## src/hdl/sdd_pkg.sv

```systemverilog
// Package for the start/end delimiter deframer.
// Sizes, configuration register codes, control structs and length helper.
// No dependencies.
package sdd_pkg;

	localparam int MAX_SEQ_LEN = 8;
	localparam int LEN_WIDTH   = 16;
	localparam int POS_W       = $clog2(MAX_SEQ_LEN + 1);
	localparam int IDX_W       = (MAX_SEQ_LEN > 1) ? $clog2(MAX_SEQ_LEN) : 1;
	localparam int SEQ_W       = 8 * MAX_SEQ_LEN;
	localparam int CFG_W       = 64;
	localparam int CFG_LEN_W   = 4;

	localparam logic [LEN_WIDTH-1:0] LEN_MAX = {LEN_WIDTH{1'b1}};

	typedef enum logic [1:0] {
		CFG_START_LEN   = 2'd0,
		CFG_START_BYTES = 2'd1,
		CFG_END_LEN     = 2'd2,
		CFG_END_BYTES   = 2'd3
	} cfg_idx_t;

	// per-cycle control shared by every delay cell
	typedef struct packed {
		logic shift;
		logic clear;
	} cell_ctl_t;

	// zero acts as one, anything above the max acts as the max
	function automatic logic [POS_W-1:0] eff_len(input logic [CFG_LEN_W-1:0] len);
		logic [POS_W-1:0] r;
		if (len == '0) begin
			r = POS_W'(1);
		end else if (32'(len) > MAX_SEQ_LEN) begin
			r = POS_W'(MAX_SEQ_LEN);
		end else begin
			r = POS_W'(len);
		end
		return r;
	endfunction

endpackage

```

## src/hdl/sdd_cell.sv

```systemverilog
// One stage of the payload delay line: a byte and its filled flag.
// Depends on sdd_pkg.
module sdd_cell
	import sdd_pkg::*;
(
	input  logic      clk,
	input  logic      arst_n,
	input  cell_ctl_t ctl,
	input  logic [7:0] byte_in,
	input  logic      fill_in,
	output logic [7:0] byte_q,
	output logic      fill_q
);

	always_ff @(posedge clk) begin
		if (ctl.shift) begin
			byte_q <= byte_in;
		end
	end

	always_ff @(posedge clk or negedge arst_n) begin
		if (!arst_n) begin
			fill_q <= 1'b0;
		end else if (ctl.clear) begin
			fill_q <= 1'b0;
		end else if (ctl.shift) begin
			fill_q <= fill_in;
		end
	end

endmodule

```

## src/hdl/sdd_match.sv

```systemverilog
// Delimiter match step: next match position for one byte, with restart rule.
// Depends on sdd_pkg.
module sdd_match
	import sdd_pkg::*;
(
	input  logic [POS_W-1:0] pos,
	input  logic [POS_W-1:0] len,
	input  logic [SEQ_W-1:0] seq,
	input  logic [7:0]       b,
	output logic [POS_W-1:0] pos_next
);

	logic [POS_W-1:0] p;
	logic [7:0]       exp_byte;

	always_comb begin
		p        = (pos >= len) ? '0 : pos;
		exp_byte = seq[8*p[IDX_W-1:0] +: 8];
		if (b == exp_byte) begin
			pos_next = p + POS_W'(1);
		end else if (b == seq[7:0]) begin
			pos_next = POS_W'(1);
		end else begin
			pos_next = '0;
		end
	end

endmodule

```

## src/hdl/start_end_delimiter_deframer.sv

```systemverilog
// Top level of the start/end delimiter deframer.
// Depends on sdd_pkg, sdd_match and sdd_cell.
//
//  channel  dir  handshake          payload
//  s_*      in   tvalid/tready      tdata[7:0] = in_byte
//  m_*      out  tvalid/tready      tdata = data_byte, payload_length; tlast; tuser = empty_res
//  cfg_*    in   cfg_we only        cfg_index, cfg_data
//
// One byte per cycle unless the output stalls: match, delay-line shift and result all
// settle in the accepting cycle; the output register takes the result at that edge.
// Input is taken whenever the output register is empty or being drained.
// Async reset clears state and sets config to defaults; delay bytes are not reset.
// A stall on m_tready holds one result and stops input until it drains.
module start_end_delimiter_deframer
	import sdd_pkg::*;
(
	input  logic        clk,
	input  logic        arst_n,
	input  logic        s_tvalid,
	output logic        s_tready,
	input  logic [7:0]  s_tdata,   // [7:0] in_byte
	output logic        m_tvalid,
	input  logic        m_tready,
	output logic [23:0] m_tdata,   // [7:0] data_byte, [23:8] payload_length
	output logic        m_tlast,
	output logic        m_tuser,   // [0] empty_res
	input  logic        cfg_we,
	input  logic [1:0]  cfg_index,
	input  logic [CFG_W-1:0] cfg_data
);

	logic [CFG_LEN_W-1:0] start_len_q, end_len_q;
	logic [SEQ_W-1:0]     start_bytes_q, end_bytes_q;

	logic                 in_payload_q;
	logic [POS_W-1:0]     spos_q, epos_q;
	logic [LEN_WIDTH-1:0] cnt_q;

	logic                 out_valid_q;
	logic [7:0]           out_byte_q;
	logic [LEN_WIDTH-1:0] out_len_q;
	logic                 out_last_q, out_empty_q;

	logic [POS_W-1:0] slen, elen, spos_next, epos_next;
	logic [IDX_W-1:0] oldest_idx;
	logic             accept, full, start_hit, end_hit, emit;
	logic [LEN_WIDTH-1:0] cnt_inc;
	cell_ctl_t        ctl;

	logic [7:0] cell_byte [MAX_SEQ_LEN];
	logic       cell_fill [MAX_SEQ_LEN];
	logic [7:0] chain_byte [MAX_SEQ_LEN];
	logic       chain_fill [MAX_SEQ_LEN];

	assign slen       = eff_len(start_len_q);
	assign elen       = eff_len(end_len_q);
	assign oldest_idx = IDX_W'(elen - POS_W'(1));
	assign full       = cell_fill[oldest_idx];

	assign s_tready = !out_valid_q || m_tready;
	assign accept   = s_tvalid && s_tready;

	sdd_match u_start_match (
		.pos(spos_q), .len(slen), .seq(start_bytes_q), .b(s_tdata), .pos_next(spos_next)
	);

	sdd_match u_end_match (
		.pos(epos_q), .len(elen), .seq(end_bytes_q), .b(s_tdata), .pos_next(epos_next)
	);

	assign start_hit = !in_payload_q && (spos_next >= slen);
	assign end_hit   = in_payload_q && (epos_next >= elen);
	assign emit      = in_payload_q && (end_hit || full);
	assign cnt_inc   = (cnt_q == LEN_MAX) ? LEN_MAX : cnt_q + LEN_WIDTH'(1);

	assign ctl.shift = accept && in_payload_q && !end_hit;
	assign ctl.clear = accept && (start_hit || end_hit);

	// delay line: cell 0 takes the new byte, each cell takes its neighbor's
	genvar k;
	generate
		for (k = 0; k < MAX_SEQ_LEN; k++) begin : g_cell
			if (k == 0) begin : g_head
				assign chain_byte[k] = s_tdata;
				assign chain_fill[k] = 1'b1;
			end else begin : g_link
				assign chain_byte[k] = cell_byte[k-1];
				assign chain_fill[k] = cell_fill[k-1];
			end
			sdd_cell u_cell (
				.clk(clk), .arst_n(arst_n), .ctl(ctl),
				.byte_in(chain_byte[k]), .fill_in(chain_fill[k]),
				.byte_q(cell_byte[k]), .fill_q(cell_fill[k])
			);
		end
	endgenerate

	always_ff @(posedge clk or negedge arst_n) begin
		if (!arst_n) begin
			start_len_q   <= CFG_LEN_W'(1);
			end_len_q     <= CFG_LEN_W'(1);
			start_bytes_q <= '0;
			end_bytes_q   <= '0;
		end else if (cfg_we) begin
			unique case (cfg_idx_t'(cfg_index))
				CFG_START_LEN:   start_len_q   <= cfg_data[CFG_LEN_W-1:0];
				CFG_START_BYTES: start_bytes_q <= cfg_data[SEQ_W-1:0];
				CFG_END_LEN:     end_len_q     <= cfg_data[CFG_LEN_W-1:0];
				CFG_END_BYTES:   end_bytes_q   <= cfg_data[SEQ_W-1:0];
				default: ;
			endcase
		end
	end

	always_ff @(posedge clk or negedge arst_n) begin
		if (!arst_n) begin
			in_payload_q <= 1'b0;
			spos_q       <= '0;
			epos_q       <= '0;
			cnt_q        <= '0;
		end else if (accept) begin
			if (!in_payload_q) begin
				if (start_hit) begin
					in_payload_q <= 1'b1;
					spos_q       <= '0;
					epos_q       <= '0;
					cnt_q        <= '0;
				end else begin
					spos_q <= spos_next;
				end
			end else if (end_hit) begin
				in_payload_q <= 1'b0;
				spos_q       <= '0;
				epos_q       <= '0;
				cnt_q        <= '0;
			end else begin
				epos_q <= epos_next;
				if (full) begin
					cnt_q <= cnt_inc;
				end
			end
		end
	end

	always_ff @(posedge clk or negedge arst_n) begin
		if (!arst_n) begin
			out_valid_q <= 1'b0;
		end else if (accept) begin
			out_valid_q <= emit;
		end else if (m_tready) begin
			out_valid_q <= 1'b0;
		end
	end

	always_ff @(posedge clk) begin
		if (accept && emit) begin
			out_last_q <= end_hit;
			if (end_hit && !full) begin
				// end delimiter right after the start: empty packet
				out_byte_q  <= '0;
				out_empty_q <= 1'b1;
				out_len_q   <= '0;
			end else begin
				out_byte_q  <= cell_byte[oldest_idx];
				out_empty_q <= 1'b0;
				out_len_q   <= end_hit ? cnt_inc : '0;
			end
		end
	end

	assign m_tvalid = out_valid_q;
	assign m_tdata  = {out_len_q, out_byte_q};
	assign m_tlast  = out_last_q;
	assign m_tuser  = out_empty_q;

endmodule

```

## config.mk

```make
export PLATFORM = sky130hd
export DESIGN_NAME = start_end_delimiter_deframer
export DESIGN_NICKNAME = d
export VERILOG_FILES = /design/src/hdl/sdd_pkg.sv /design/src/hdl/sdd_cell.sv /design/src/hdl/sdd_match.sv /design/src/hdl/start_end_delimiter_deframer.sv
export SDC_FILE = /design/constraint.sdc
export NUM_CORES = 1
export LEC_CHECK = 0
export BUFFER_PORTS_ARGS = -buffer_cell sky130_fd_sc_hd__buf_4
export CORE_AREA = 2 2 164 166
export CTS_CLUSTER_SIZE = 40
export DETAILED_ROUTE_END_ITERATION = 10
export DIE_AREA = 0 0 166 168
export PLACE_DENSITY = 0.67
export SLEW_MARGIN = 20
export SYNTH_ARGS = -nofsm -noshare
export SYNTH_HDL_FRONTEND = slang
export SYNTH_HIERARCHICAL = 1
export SYNTH_SLANG_ARGS = --single-unit
```

## constraint.sdc

```tcl
create_clock -name clk -period 10.5 [get_ports clk]
set_input_delay 2.1 -clock clk [delete_from_list [all_inputs] [get_ports clk]]
set_output_delay 2.1 -clock clk [all_outputs]
set_load 0.005 [all_outputs]
```

Word level (Yosys, flattened, before mapping)
Index checks and enable logic that the tools add are counted.
Word-level totals
  memory bits (read-only): 0
  latch bits: 0
  bits in writable memories: 0
  input port bits: 79
  register bits: 260
  memories kept: 0
  output and inout bits: 28
  word-level logic and storage cells: 133
Operators by class
  muxes and demuxes: 49
  shift-type cells: 2
  magnitude comparators: 7
  eq/ne operators: 10
  add/subtract/negate cells: 4
  div/mod/pow operators: 0
  $mul: 0
  reduce and logical (&&, ||, !) cells: 30
  bitwise operators: 2
Operators with widths (number)
  $shiftx 64x7->8: 2
  $mux 16: 5
  $mux 4: 14
  $eq 8x8->1: 4
  $mux 1: 26
  $bmux 8 s3: 1
  $add 16x1->16 const B: 1
  $eq 16x16->1 const B: 1
  $ge 4x4->1: 4
  $mux 8: 2
  $reduce_and 2->1: 6
  $logic_and 1x1->1: 9
  $add 4x1->4 const B: 2
  $gt 4x4->1 const B: 2
  $logic_not 4->1: 2
  $reduce_bool 2->1: 3
  $eq 2x2->1 const B: 2
  $ge 4x4->1 const B: 1
  $logic_not 1->1: 4
  $not 3->4: 1
  $bmux 1 s3: 1
  $logic_or 1x1->1: 3
  $ne 3x1->1 const B: 1
  $reduce_and 3->1: 1
  other kinds (6): 6

Logic depth before layout (Yosys ltp)
Gate-level depths: netlist of run 1.
  depth in word-level cells: 14
  gate-level depth with buffers: 24
  depth with buffers taken out: 21

Hierarchy
The synthesis of run 1 kept the hierarchy.
By module, submodules not included
  start_end_delimiter_deframer: instances 1, area an instance 8365.5 µm², sequential area each 4837.1 µm², cells an instance 598
  sdd_match: instances 2, area an instance 1132.3 µm², sequential area each 0.0 µm², cells an instance 145
  sdd_cell: instances 8, area an instance 279.0 µm², sequential area each 265.3 µm², cells an instance 11

Worst setup path before layout of run 1
No wires, ideal clock.
  kind: flip-flop to flip-flop
  start: register end_len_q[0]
  end: register g_cell[1].u_cell.fill_q
  slack: 2.874 ns
  clock period less this slack: 7.626 ns
  arrival time: 7.483 ns
  setup time: 0.143 ns
  data required time: 10.357 ns
  stages on the path, launching flop included: 21
  buffers on the path: 3
  cells stage by stage: dfstp_2 > o21a_1 > buf_2 > buf_2 > ha_1 > nor3b_2 > o21ai_1 > clkbuf_1 > o21ai_0 > o21ai_0 > xor2_1 > a2111oi_4 > nand4_2 > nor2_1 > ha_1 > o21ai_0 > nor3b_1 > nor2_1 > nor2_1 > mux2i_1 > nor2_1
RTL lines
  from (decl): RTL line start_end_delimiter_deframer.sv:32  | logic [CFG_LEN_W-1:0] start_len_q, end_len_q;
  from (signal assigned): RTL line start_end_delimiter_deframer.sv:108  | CFG_END_LEN: end_len_q <= cfg_data[CFG_LEN_W-1:0];
  to (signal assigned): RTL line sdd_cell.sv:27  | fill_q <= fill_in;
  to (decl): RTL line sdd_cell.sv:12  | output logic fill_q

==> results of run 1 <==
==> state kept, by name, indices dropped and copies added, names as in the netlist <==
signal	cells
cnt_q	16
end_bytes_q	64
end_len_q	4
epos_q	4
g_cell.u_cell/byte_q	64
g_cell.u_cell/fill_q	8
in_payload_q	1
m_tlast	1
m_tuser	1
m_tvalid	1
out_byte_q	8
out_len_q	16
spos_q	4
start_bytes_q	64
start_len_q	4
==> cells in the final DEF (no fill, tap or decap), drive strengths merged, types with 16 or more instances in the layout <==
cell,instances
o21ai,25
edfxtp,90
a211oi,18
clkbuf,39
nor2,52
dfrtp,168
nand3,22
inv,41
a21oi,30
xor2,24
buf,117
mux2i,51
nand2,52
mux4,31
mux2,141
ha,20
a31oi,16
==> routing by layer <==
layer / GRT usage (%) / share of wire, % / vias up
met5: 0 / 0 / -
li1: - / - / 3846
met3: 3.83 / 6.4 / 56
met1: 29.2 / 44 / 4205
met4: 7.18 / 3.2 / 0
met2: 33.2 / 46 / 273
==> final timing paths <==
check                                        endpoint  slack [ns]                  startpoint  cells past startpoint
max                           g_cell[7].u_cell/fill_q        4.83                   epos_q[0]                     19
min                        g_cell[6].u_cell/byte_q[7]        0.43  g_cell[5].u_cell/byte_q[7]                      0
max reg2reg                   g_cell[7].u_cell/fill_q        4.83                   epos_q[0]                     19
min reg2reg                g_cell[6].u_cell/byte_q[7]        0.43  g_cell[5].u_cell/byte_q[7]                      0
max in group asynchronous             end_bytes_q[63]        7.36                      arst_n                      2
min in group asynchronous                    cnt_q[7]        1.62                      arst_n                      1
==> cells by family (layout without fill, tap and decap cells) <==
family	Yosys count	in the layout	synth area share, %
flops	260	260	54.1
mux	223	223	21.9
simple gates	194	194	8.04
compound gates	146	146	8.14
buf+inv	95	210	3.21
xor+xnor	37	37	2.67
fa+ha+maj	20	20	1.95
other cells	1	1	0.0292
==> where the power goes <==
group	total (mW)	switching, mW	internal, mW
Sequential	1.36	0.103	1.26
Combinational	0.661	0.351	0.310
Clock	0.973	0.399	0.574
Total	2.99	0.853	2.14
==> layout make-up <==
| class | count | area (µm²) |
|---|---|---|
| Timing Repair Buffer | 117 | 882 |
| Inverter | 41 | 156 |
| Fill cell | 2212 | 11500 |
| Tap cell | 341 | 427 |
| Clock inverter | 13 | 115 |
| Clock buffer | 39 | 793 |
| Sequential cell | 260 | 6960 |
| Multi-Input combinational cell | 621 | 5520 |
==> critical path: cells and delay by family (launching register included) <==
kind	cells	cell delay, ns
AOI/OAI and AO/OA	5	1.68
and+or+nand+nor	7	1.10
muxes	1	0.29
adders and majority gates	2	0.60
buffers and inverters	3	1.37
DFF	1	0.32
xor gates and xnor gates	1	0.14
==> metrics by stage <==
step | hold slack, ns | instances | instance area, µm² | setup WS [ns]
3_5_place_dp | 0.427 | 1380 | 13900 | 4.84
2_1_floorplan | 0.421 | 976 | 12900 | 2.87
5_1_grt | 0.448 | 1432 | 14900 | 4.35
6_report | 0.431 | 1432 | 14900 | 4.83
3_3_place_gp | 0.424 | 1380 | 13900 | 4.97
4_1_cts | 0.435 | 1432 | 14900 | 4.86
==> impl_table.tex, run 1 <==
\begin{tabular}{lr}
\hline
Metric & Value \\
\hline
\multicolumn{2}{l}{\textbf{Outcome}} \\
\quad Run status & finished, final reports clean \\
\multicolumn{2}{l}{\textbf{Global route}} \\
\quad Number of antenna violations at the first check in global routing & 0 \\
\quad Overflow left after global routing & 0 \\
\quad Pin count of the biggest net entering global routing & 100 \\
\quad Overall fraction of global-route tracks in use & between 20\% and 30\% \\
\quad Via count of the first global-routing pass & between 8000 and 9000 \\
\quad Global-route wire length before repair & $\sim$47 mm \\
\multicolumn{2}{l}{\textbf{Floorplan}} \\
\quad Y dimension of the die & 168 µm \\
\quad FP Rows & 60 \\
\quad Starting density of the core & between 40\% and 50\% \\
\quad Die area & 0.0279 mm² \\
\quad Count of pins on the block boundary & about 110 \\
\quad Standard cell core area & 0.0264 mm² \\
\quad Horizontal die dimension & 166 µm \\
\multicolumn{2}{l}{\textbf{Synth}} \\
\quad Top cells by instance count after synthesis & sky130\_fd\_sc\_hd\_\_dfrtp\_1, sky130\_fd\_sc\_hd\_\_mux2\_2, sky130\_fd\_sc\_hd\_\_edfxtp\_1, sky130\_fd\_sc\_hd\_\_nor2\_1 \\
\quad Post-synthesis cell area & $\sim$0.013 mm² \\
\quad YS warnings & 6 \\
\quad Portion of synthesized cell area occupied by the leading cell type & between 30\% and 40\% \\
\quad Dominant register cell in the synthesized netlist & sky130\_fd\_sc\_hd\_\_dfrtp\_1 \\
\quad EDFF count, synth & 90 \\
\quad Cell types with the largest area share after synthesis & sky130\_fd\_sc\_hd\_\_dfrtp\_1, sky130\_fd\_sc\_hd\_\_edfxtp\_1, sky130\_fd\_sc\_hd\_\_mux2\_2 \\
\quad Synth Area per Inst & 13.2 µm² \\
\quad Unique cell type count in the Yosys netlist & 73 \\
\quad Syn Nets & about 1100 \\
\quad Post-synth ARST share & 65.4\% \\
\quad Synthesized instance count & 976 \\
\quad Post-synthesis cell type with the largest combined area & sky130\_fd\_sc\_hd\_\_dfrtp\_1 \\
\quad Share of the yosys chip area belonging to registers & a little over half \\
\quad Number of flip-flops and latches in the synthesized netlist & 260 \\
\quad Most frequent cell after synthesis & sky130\_fd\_sc\_hd\_\_dfrtp\_1 \\
\multicolumn{2}{l}{\textbf{Clock network}} \\
\quad Hold-fix buffer count after cts & 0 \\
\quad Count of clock tree sinks & 260 \\
\quad Root Buffer Master & sky130\_fd\_sc\_hd\_\_clkbuf\_16 \\
\quad Number of post-CTS setup repair buffers & 0 \\
\quad CTS clock-pin slew for the worst setup and hold paths & about 0.06 ns \\
\quad Maximum count of clock buffers along a single path & 3 \\
\quad Total of cells resized after clock tree synthesis & 0 \\
\quad Clock tree from TritonCTS & done \\
\quad H-tree depth & 1 \\
\quad Later-pin clock latency in the skew report & $\sim$0.54 ns \\
\quad Num CTS Buffers & 28 \\
\multicolumn{2}{l}{\textbf{Drt}} \\
\quad Post-route DRC & 0 \\
\quad Detailed-route wire length & between 20 and 30 mm \\
\quad Vias per std cell & around 6 \\
\quad Detailed Route Iter0 Violations & 571 \\
\quad Number of search-and-repair iterations in the first detailed-routing pass & 5 \\
\quad Total via count in the routed design & $\sim$8400 \\
\quad Number of routed nets with antenna violations & 0 \\
\quad Wire length per cell & between 20 and 25 µm \\
\multicolumn{2}{l}{\textbf{Cells and area}} \\
\quad Final core area utilization & a little under three fifths \\
\quad Final layout net count & about 1200 \\
\quad Area added between synthesis and finish & 15.5\% \\
\quad Fraction of final layout cells with drive strength greater than 1 & about 33\% \\
\quad Number of antenna diodes & 0 \\
\multicolumn{2}{l}{\textbf{Timing}} \\
\quad Final number of hold-violating endpoints & 0 \\
\quad Final-report max-slew violation count & 0 \\
\quad Tightest Pin Transition & 1.04 ns \\
\quad Max Clock Skew & slightly below 0.01 ns \\
\quad Aggregate negative setup slack & 0 ns \\
\quad Worst slew slack as a fraction of its limit & 30.4\% \\
\quad Max Clk Rate & about 180 MHz \\
\quad Final worst path period share & between 50\% and 60\% \\
\quad Unrepaired setup endpoints after global routing & no \\
\quad Min Tclk post-route & between 5 and 6 ns \\
\quad Final Setup Violations & 0 \\
\multicolumn{2}{l}{\textbf{Worst setup path}} \\
\quad Nature of the critical path endpoint & flop \\
\quad Type of the setup path with the least slack & reg2reg \\
\quad CP Data Arrival Time & 6.09 ns \\
\quad Max Fanout on Critical Path & 72 \\
\quad Data required time of the critical path & between 10 and 15 ns \\
\quad Slowest stage cell on the critical path & sky130\_fd\_sc\_hd\_\_o21ai\_1 \\
\quad CP startpoint kind & flop \\
\quad Critical path cell sequence & buf\_4 > inv\_1 > ha\_1 > nor3b\_2 > o21ai\_1 > o32ai\_1 > o21ai\_0 > xor2\_1 > a2111oi\_4 > nand4\_2 > nor2\_1 > ha\_1 > o21ai\_0 > nor3b\_1 > nor2\_1 > nor2\_4 > buf\_4 > mux2i\_1 > nor2\_1 \\
\quad Delay of the slowest cell on the worst path & $\sim$0.74 ns \\
\quad Most frequent cell on the critical path & sky130\_fd\_sc\_hd\_\_nor2\_1 \\
\multicolumn{2}{l}{\textbf{Place}} \\
\quad Weighted congestion reported at the end of routability-driven placement & roughly 0.85 \\
\quad Buffers added on ports & 106 \\
\quad Half-perimeter wire length after placement & around 19 mm \\
\multicolumn{2}{l}{\textbf{Min path}} \\
\quad Hold Crit Class & reg2reg \\
\multicolumn{2}{l}{\textbf{Pwr}} \\
\quad Pwr Density & between 200 and 250 mW/mm² \\
\quad Static Leak & about 6 nW \\
\quad Post-layout power & approximately 3 mW \\
\quad Worst IR drop on VDD & 170 µV \\
\multicolumn{2}{l}{\textbf{Run}} \\
\quad Count of maximum capacitance violations & 0 \\
\hline
\end{tabular}
Power figures use the tool's default switching activity.
==> inputs of run 2 (changes only) <==
- ABC_AREA: unset -> 1
- CORE_AREA: 2 2 164 166 -> 2 2 169 171
- DIE_AREA: 0 0 166 168 -> 0 0 171 173
- PLACE_DENSITY: 0.67 -> 0.69
- clock period: 10.5 -> 4.8 ns (I/O delays scaled with it)
==> run 2 against run 1 <==
Effect of this change:
- global-route usage rose by 4.1 points
- largest cell class unchanged
- flip-flop and latch count did not move
- register-to-register slack got worse by 4.5 ns
- combinational power rose to 2.5 times the previous value
- critical path depth rose by 12
- wire length rose by 29%
- highest routed layer unchanged
- critical endpoint is now out_byte_q[4]
==> impl_table.tex, run 2 <==
\begin{tabular}{lr}
\hline
Metric & Value \\
\hline
\multicolumn{2}{l}{\textbf{Clock network}} \\
\quad Clock tree from TritonCTS & done \\
\quad CTS clock-pin slew for the worst setup and hold paths & 0.06 ns (about the same) \\
\quad Count of clock tree sinks & 260 (unchanged) \\
\quad Hold-fix buffer count after cts & 0 (unchanged) \\
\quad Num CTS Buffers & 28 (unchanged) \\
\quad Later-pin clock latency in the skew report & 0.55 ns (about the same) \\
\quad Maximum count of clock buffers along a single path & 3 (unchanged) \\
\quad Root Buffer Master & sky130\_fd\_sc\_hd\_\_clkbuf\_16 \\
\quad H-tree depth & 1 (unchanged) \\
\multicolumn{2}{l}{\textbf{Global route}} \\
\quad Via count of the first global-routing pass & 10821 (+28\%) \\
\quad Global-route wire length before repair & 59.1 mm (+27\%) \\
\quad Number of antenna violations at the first check in global routing & 0 (unchanged) \\
\quad Overflow left after global routing & 0 (unchanged) \\
\quad Pin count of the biggest net entering global routing & 88 (-12\%) \\
\quad Overall fraction of global-route tracks in use & 25.0\% (+4.1 points) \\
\multicolumn{2}{l}{\textbf{Synth}} \\
\quad Post-synth ARST share & 65.4\% (unchanged) \\
\quad Portion of synthesized cell area occupied by the leading cell type & 30.6\% (-2.1 points) \\
\quad Most frequent cell after synthesis & sky130\_fd\_sc\_hd\_\_nand2\_1 \\
\quad Largest family of logic cells by synthesized area & simple AND/OR/NAND/NOR gates \\
\quad Post-synthesis simple-gate area fraction & 29.5\% (+21 points) \\
\quad Syn Nets & 1812 (+69\%) \\
\quad XOR/XNOR Fraction of Synth Area & 1.46\% (-1.2 points) \\
\quad Number of flip-flops and latches in the synthesized netlist & 260 (unchanged) \\
\quad Share of the yosys chip area belonging to registers & 50.7\% (-3.4 points) \\
\quad YS warnings & 6 (unchanged) \\
\quad Synth Area in Compound Gates & 7.33\% (-0.82 points) \\
\quad Synth Area per Inst & 8.02 µm² (-39\%) \\
\quad Synthesized instance count & 1713 (+76\%) \\
\quad Top cells by instance count after synthesis & sky130\_fd\_sc\_hd\_\_nand2\_1, sky130\_fd\_sc\_hd\_\_inv\_1, sky130\_fd\_sc\_hd\_\_nand3\_1, sky130\_fd\_sc\_hd\_\_dfrtp\_1, sky130\_fd\_sc\_hd\_\_o21ai\_0 \\
\quad Unique cell type count in the Yosys netlist & 41 (-44\%) \\
\quad Cell types with the largest area share after synthesis & sky130\_fd\_sc\_hd\_\_dfrtp\_1, sky130\_fd\_sc\_hd\_\_edfxtp\_1, sky130\_fd\_sc\_hd\_\_nand2\_1 \\
\quad Post-synthesis cell type with the largest combined area & sky130\_fd\_sc\_hd\_\_dfrtp\_1 \\
\quad Post-synthesis cell area & 0.0137 mm² (+6.8\%) \\
\quad Synthesized-area fraction occupied by adder cells & 1.82\% (-0.12 points) \\
\quad EDFF count, synth & 90 (unchanged) \\
\quad Dominant register cell in the synthesized netlist & sky130\_fd\_sc\_hd\_\_dfrtp\_1 \\
\quad Fraction of synthesized area in multiplexers & 0\% (-22 points) \\
\multicolumn{2}{l}{\textbf{Drt}} \\
\quad Number of routed nets with antenna violations & 0 (unchanged) \\
\quad Detailed-route wire length & 37.3 mm (+29\%) \\
\quad Vias per std cell & 5.26 (-10\%) \\
\quad Wire length per cell & 16.9 µm (-16\%) \\
\quad Number of search-and-repair iterations in the first detailed-routing pass & 7 (+2) \\
\quad Total via count in the routed design & 11610 (+39\%) \\
\quad Post-route DRC & 0 (unchanged) \\
\quad Detailed Route Iter0 Violations & 1025 (+80\%) \\
\multicolumn{2}{l}{\textbf{Place}} \\
\quad Post-Place Cells & 2144 (+55\%) \\
\quad Weighted congestion reported at the end of routability-driven placement & 0.907 (+6.8\%) \\
\quad Half-perimeter wire length after placement & 25.5 mm (+31\%) \\
\quad Placed Instance Area & 0.0149 mm² (+6.8\%) \\
\quad Buffers added on ports & 106 (unchanged) \\
\multicolumn{2}{l}{\textbf{Worst setup path}} \\
\quad Most frequent cell on the critical path & sky130\_fd\_sc\_hd\_\_nand2\_1 \\
\quad R2R Setup Slk & 0.31 ns (-4.51 ns) \\
\quad CP Data Arrival Time & 4.80 ns (-1.29 ns) \\
\quad Destination of the worst register-to-register timing path & out\_byte\_q[4] \\
\quad Max Fanout on Critical Path & 14 (-81\%) \\
\quad Critical R2R Launch & end\_len\_q[3] \\
\quad Nature of the critical path endpoint & flop \\
\quad Number of cells on the worst reg-to-reg path & 31 (+12) \\
\quad CP delay by family, top & simple AND/OR/NAND/NOR gates \\
\quad Data required time of the critical path & 5.11 ns (-5.80 ns) \\
\quad Crit path buffers/inverters & 6 (+3) \\
\quad Beginning of the critical path & end\_len\_q[3] \\
\quad Delay of the slowest cell on the worst path & 0.42 ns (-0.32 ns) \\
\quad Number of logic stages on the critical path including buffering & 31 (+12) \\
\quad CP startpoint kind & flop \\
\quad Slowest stage cell on the critical path & sky130\_fd\_sc\_hd\_\_dfrtp\_1 \\
\quad Type of the setup path with the least slack & reg2reg \\
\multicolumn{2}{l}{\textbf{Timing}} \\
\quad Max Clock Skew & 0.0155 ns (+0.00561 ns) \\
\quad Max Clk Rate & 223 MHz (+26\%) \\
\quad Final-report max-slew violation count & 0 (unchanged) \\
\quad Tightest Pin Transition & 0.844 ns (-0.200 ns) \\
\quad Final Setup Violations & 0 (unchanged) \\
\quad Min Tclk post-route & 4.49 ns (-1.19 ns) \\
\quad Final worst path period share & 93.5\% (+39 points) \\
\quad Worst slew slack as a fraction of its limit & 43.7\% (+13 points) \\
\quad Aggregate negative setup slack & 0 ns (unchanged) \\
\quad Final number of hold-violating endpoints & 0 (unchanged) \\
\quad Unrepaired setup endpoints after global routing & yes \\
\multicolumn{2}{l}{\textbf{Floorplan}} \\
\quad Y dimension of the die & 173 µm (+3.0\%) \\
\quad Starting density of the core & 49.7\% (+0.89 points) \\
\quad Die area & 0.0296 mm² (+6.1\%) \\
\quad Standard cell core area & 0.0276 mm² (+4.9\%) \\
\quad Horizontal die dimension & 171 µm (+3.0\%) \\
\quad FP Rows & 61 (+1.7\%) \\
\quad Count of pins on the block boundary & 107 (unchanged) \\
\multicolumn{2}{l}{\textbf{Run}} \\
\quad Count of maximum capacitance violations & 0 (unchanged) \\
\multicolumn{2}{l}{\textbf{Pwr}} \\
\quad Post-layout power & 6.67 mW (+120\%) \\
\quad Switching fraction of total power & 32.7\% (+4.2 points) \\
\quad Internal cell power & 4.49 mW (+110\%) \\
\quad Seq pwr share & 43.3\% (-2.1 points) \\
\quad Worst IR drop on VDD & 311 µV (+83\%) \\
\quad Share of total power in the clock network & 31.8\% (-0.7 points) \\
\quad Pwr Density & 415 mW/mm² (+110\%) \\
\quad Share of power burned in combinational logic & 24.9\% (+2.8 points) \\
\quad Net load switching power & 2.18 mW (+160\%) \\
\quad Static Leak & 7.88 nW (+32\%) \\
\multicolumn{2}{l}{\textbf{Cells and area}} \\
\quad Commonest non-fill, non-tap cells in the layout & sky130\_fd\_sc\_hd\_\_nand2\_1, sky130\_fd\_sc\_hd\_\_inv\_1, sky130\_fd\_sc\_hd\_\_dfrtp\_1, sky130\_fd\_sc\_hd\_\_nand3\_1, sky130\_fd\_sc\_hd\_\_o21ai\_0 \\
\quad Layout filler cell count & 2541 (+15\%) \\
\quad Final layout net count & 1907 (+63\%) \\
\quad Top flop regs & end\_bytes\_q (64), g\_cell.u\_cell/byte\_q (64), start\_bytes\_q (64) \\
\quad Number of antenna diodes & 0 (unchanged) \\
\quad Leading cell type in the layout, fill and taps excluded & sky130\_fd\_sc\_hd\_\_nand2\_1 \\
\quad Count of non-filler cells in the finished layout & 2208 (+54\%) \\
\quad Area added between synthesis and finish & 17.0\% \\
\quad Fraction of final layout cells with drive strength greater than 1 & 14.3\% (-19 points) \\
\quad Final core area utilization & 58.1\% (+1.8 points) \\
\quad Post-route cell area & 0.0161 mm² (+8.1\%) \\
\multicolumn{2}{l}{\textbf{Min path}} \\
\quad Hold Crit Class & reg2reg \\
\quad Min-delay src & g\_cell[2].u\_cell/byte\_q[2] \\
\quad Cell depth of the worst min-delay path & 0 (unchanged) \\
\quad Worst Hold Endpoint & g\_cell[3].u\_cell/byte\_q[2] \\
\multicolumn{2}{l}{\textbf{Outcome}} \\
\quad Run status & finished, final reports clean \\
\hline
\end{tabular}
[run 2: changes by cell type after synthesis, moves of 51 or more]
cell,change
sky130_fd_sc_hd__nand4_1,+59
sky130_fd_sc_hd__nand3_1,+150
sky130_fd_sc_hd__nand2_1,+547
sky130_fd_sc_hd__inv_1,+184
sky130_fd_sc_hd__mux2_2,-141
sky130_fd_sc_hd__mux2i_1,-51
sky130_fd_sc_hd__o21ai_0,+122
[run 2: power groups by stage]
| stage | clock network, mW | logic (mW) | registers, mW |
|---|---|---|---|
| 5_1_grt | 2.25 | 1.87 | 2.93 |
| 6_report | 2.12 | 1.66 | 2.89 |
| 3_3_place_gp | 0 | 1.53 | 2.92 |
| 3_5_place_dp | 0 | 1.56 | 2.93 |
| 4_1_cts | 2.17 | 1.58 | 2.89 |
| 2_1_floorplan | 0 | 1.10 | 2.87 |
[run 2: logic make-up (layout without fill, tap and decap cells)]
logic type	count (synthesis)	in the layout
fa+ha+maj	20	20
simple gates	915	916
compound gates	184	184
other cells	1	1
buf+inv	311	427
xor+xnor	22	22
flops	260	260
[run 2: per-layer routing]
| metal | global-route usage, % | share of wire (%) | up-vias |
|---|---|---|---|
| li1 | - | - | 5723 |
| met1 | 34.6 | 43 | 5419 |
| met2 | 41.2 | 48 | 394 |
| met3 | 2.49 | 5.2 | 74 |
| met4 | 8.76 | 3.8 | 0 |
| met5 | 0 | 0 | - |
[run 2: final cells by class]
| cell class | instances | area, µm² | share of cell area [%] |
|---|---|---|---|
| Clock buffer | 37 | 805 | 5.01 |
| Clock inverter | 15 | 118 | 0.732 |
| Inverter | 232 | 897 | 5.58 |
| Multi-Input combinational cell | 1143 | 5620 | 35.0 |
| Sequential cell | 260 | 6960 | 43.3 |
| Tap cell | 378 | 473 | 2.94 |
| Timing Repair Buffer | 142 | 1190 | 7.38 |
| Timing Repair inverter | 1 | 7.51 | 0.0467 |
[run 2: worst max path at each step]
stage	endpoint	slack (ns)
2_1_floorplan	g_cell[0].u_cell/byte_q[0]	0.03
6_report	out_byte_q[4]	0.31
5_1_grt	g_cell[7].u_cell/fill_q	-0.06
3_5_place_dp	out_byte_q[4]	-0.01
4_1_cts	out_byte_q[4]	0.06
3_3_place_gp	out_byte_q[1]	0.14
[run 2: timing repair]
| item | in CTS | in global routing |
|---|---|---|
| setup buffers | 0 | 7 |
| gates resized for setup | 0 | 31 |
| setup endpoints to repair | 6 | 143 |
| pin swaps | 1 | 5 |
| gates cloned | 1 | 4 |
[run 2: per-stage QoR]
stage               hold WS (ns)  worst slack (ns)
CTS                        0.444            0.0601
finish                     0.444             0.312
floorplan                  0.426            0.0346
detailed placement         0.432           -0.0112
global placement           0.428             0.137
global route               0.453           -0.0596
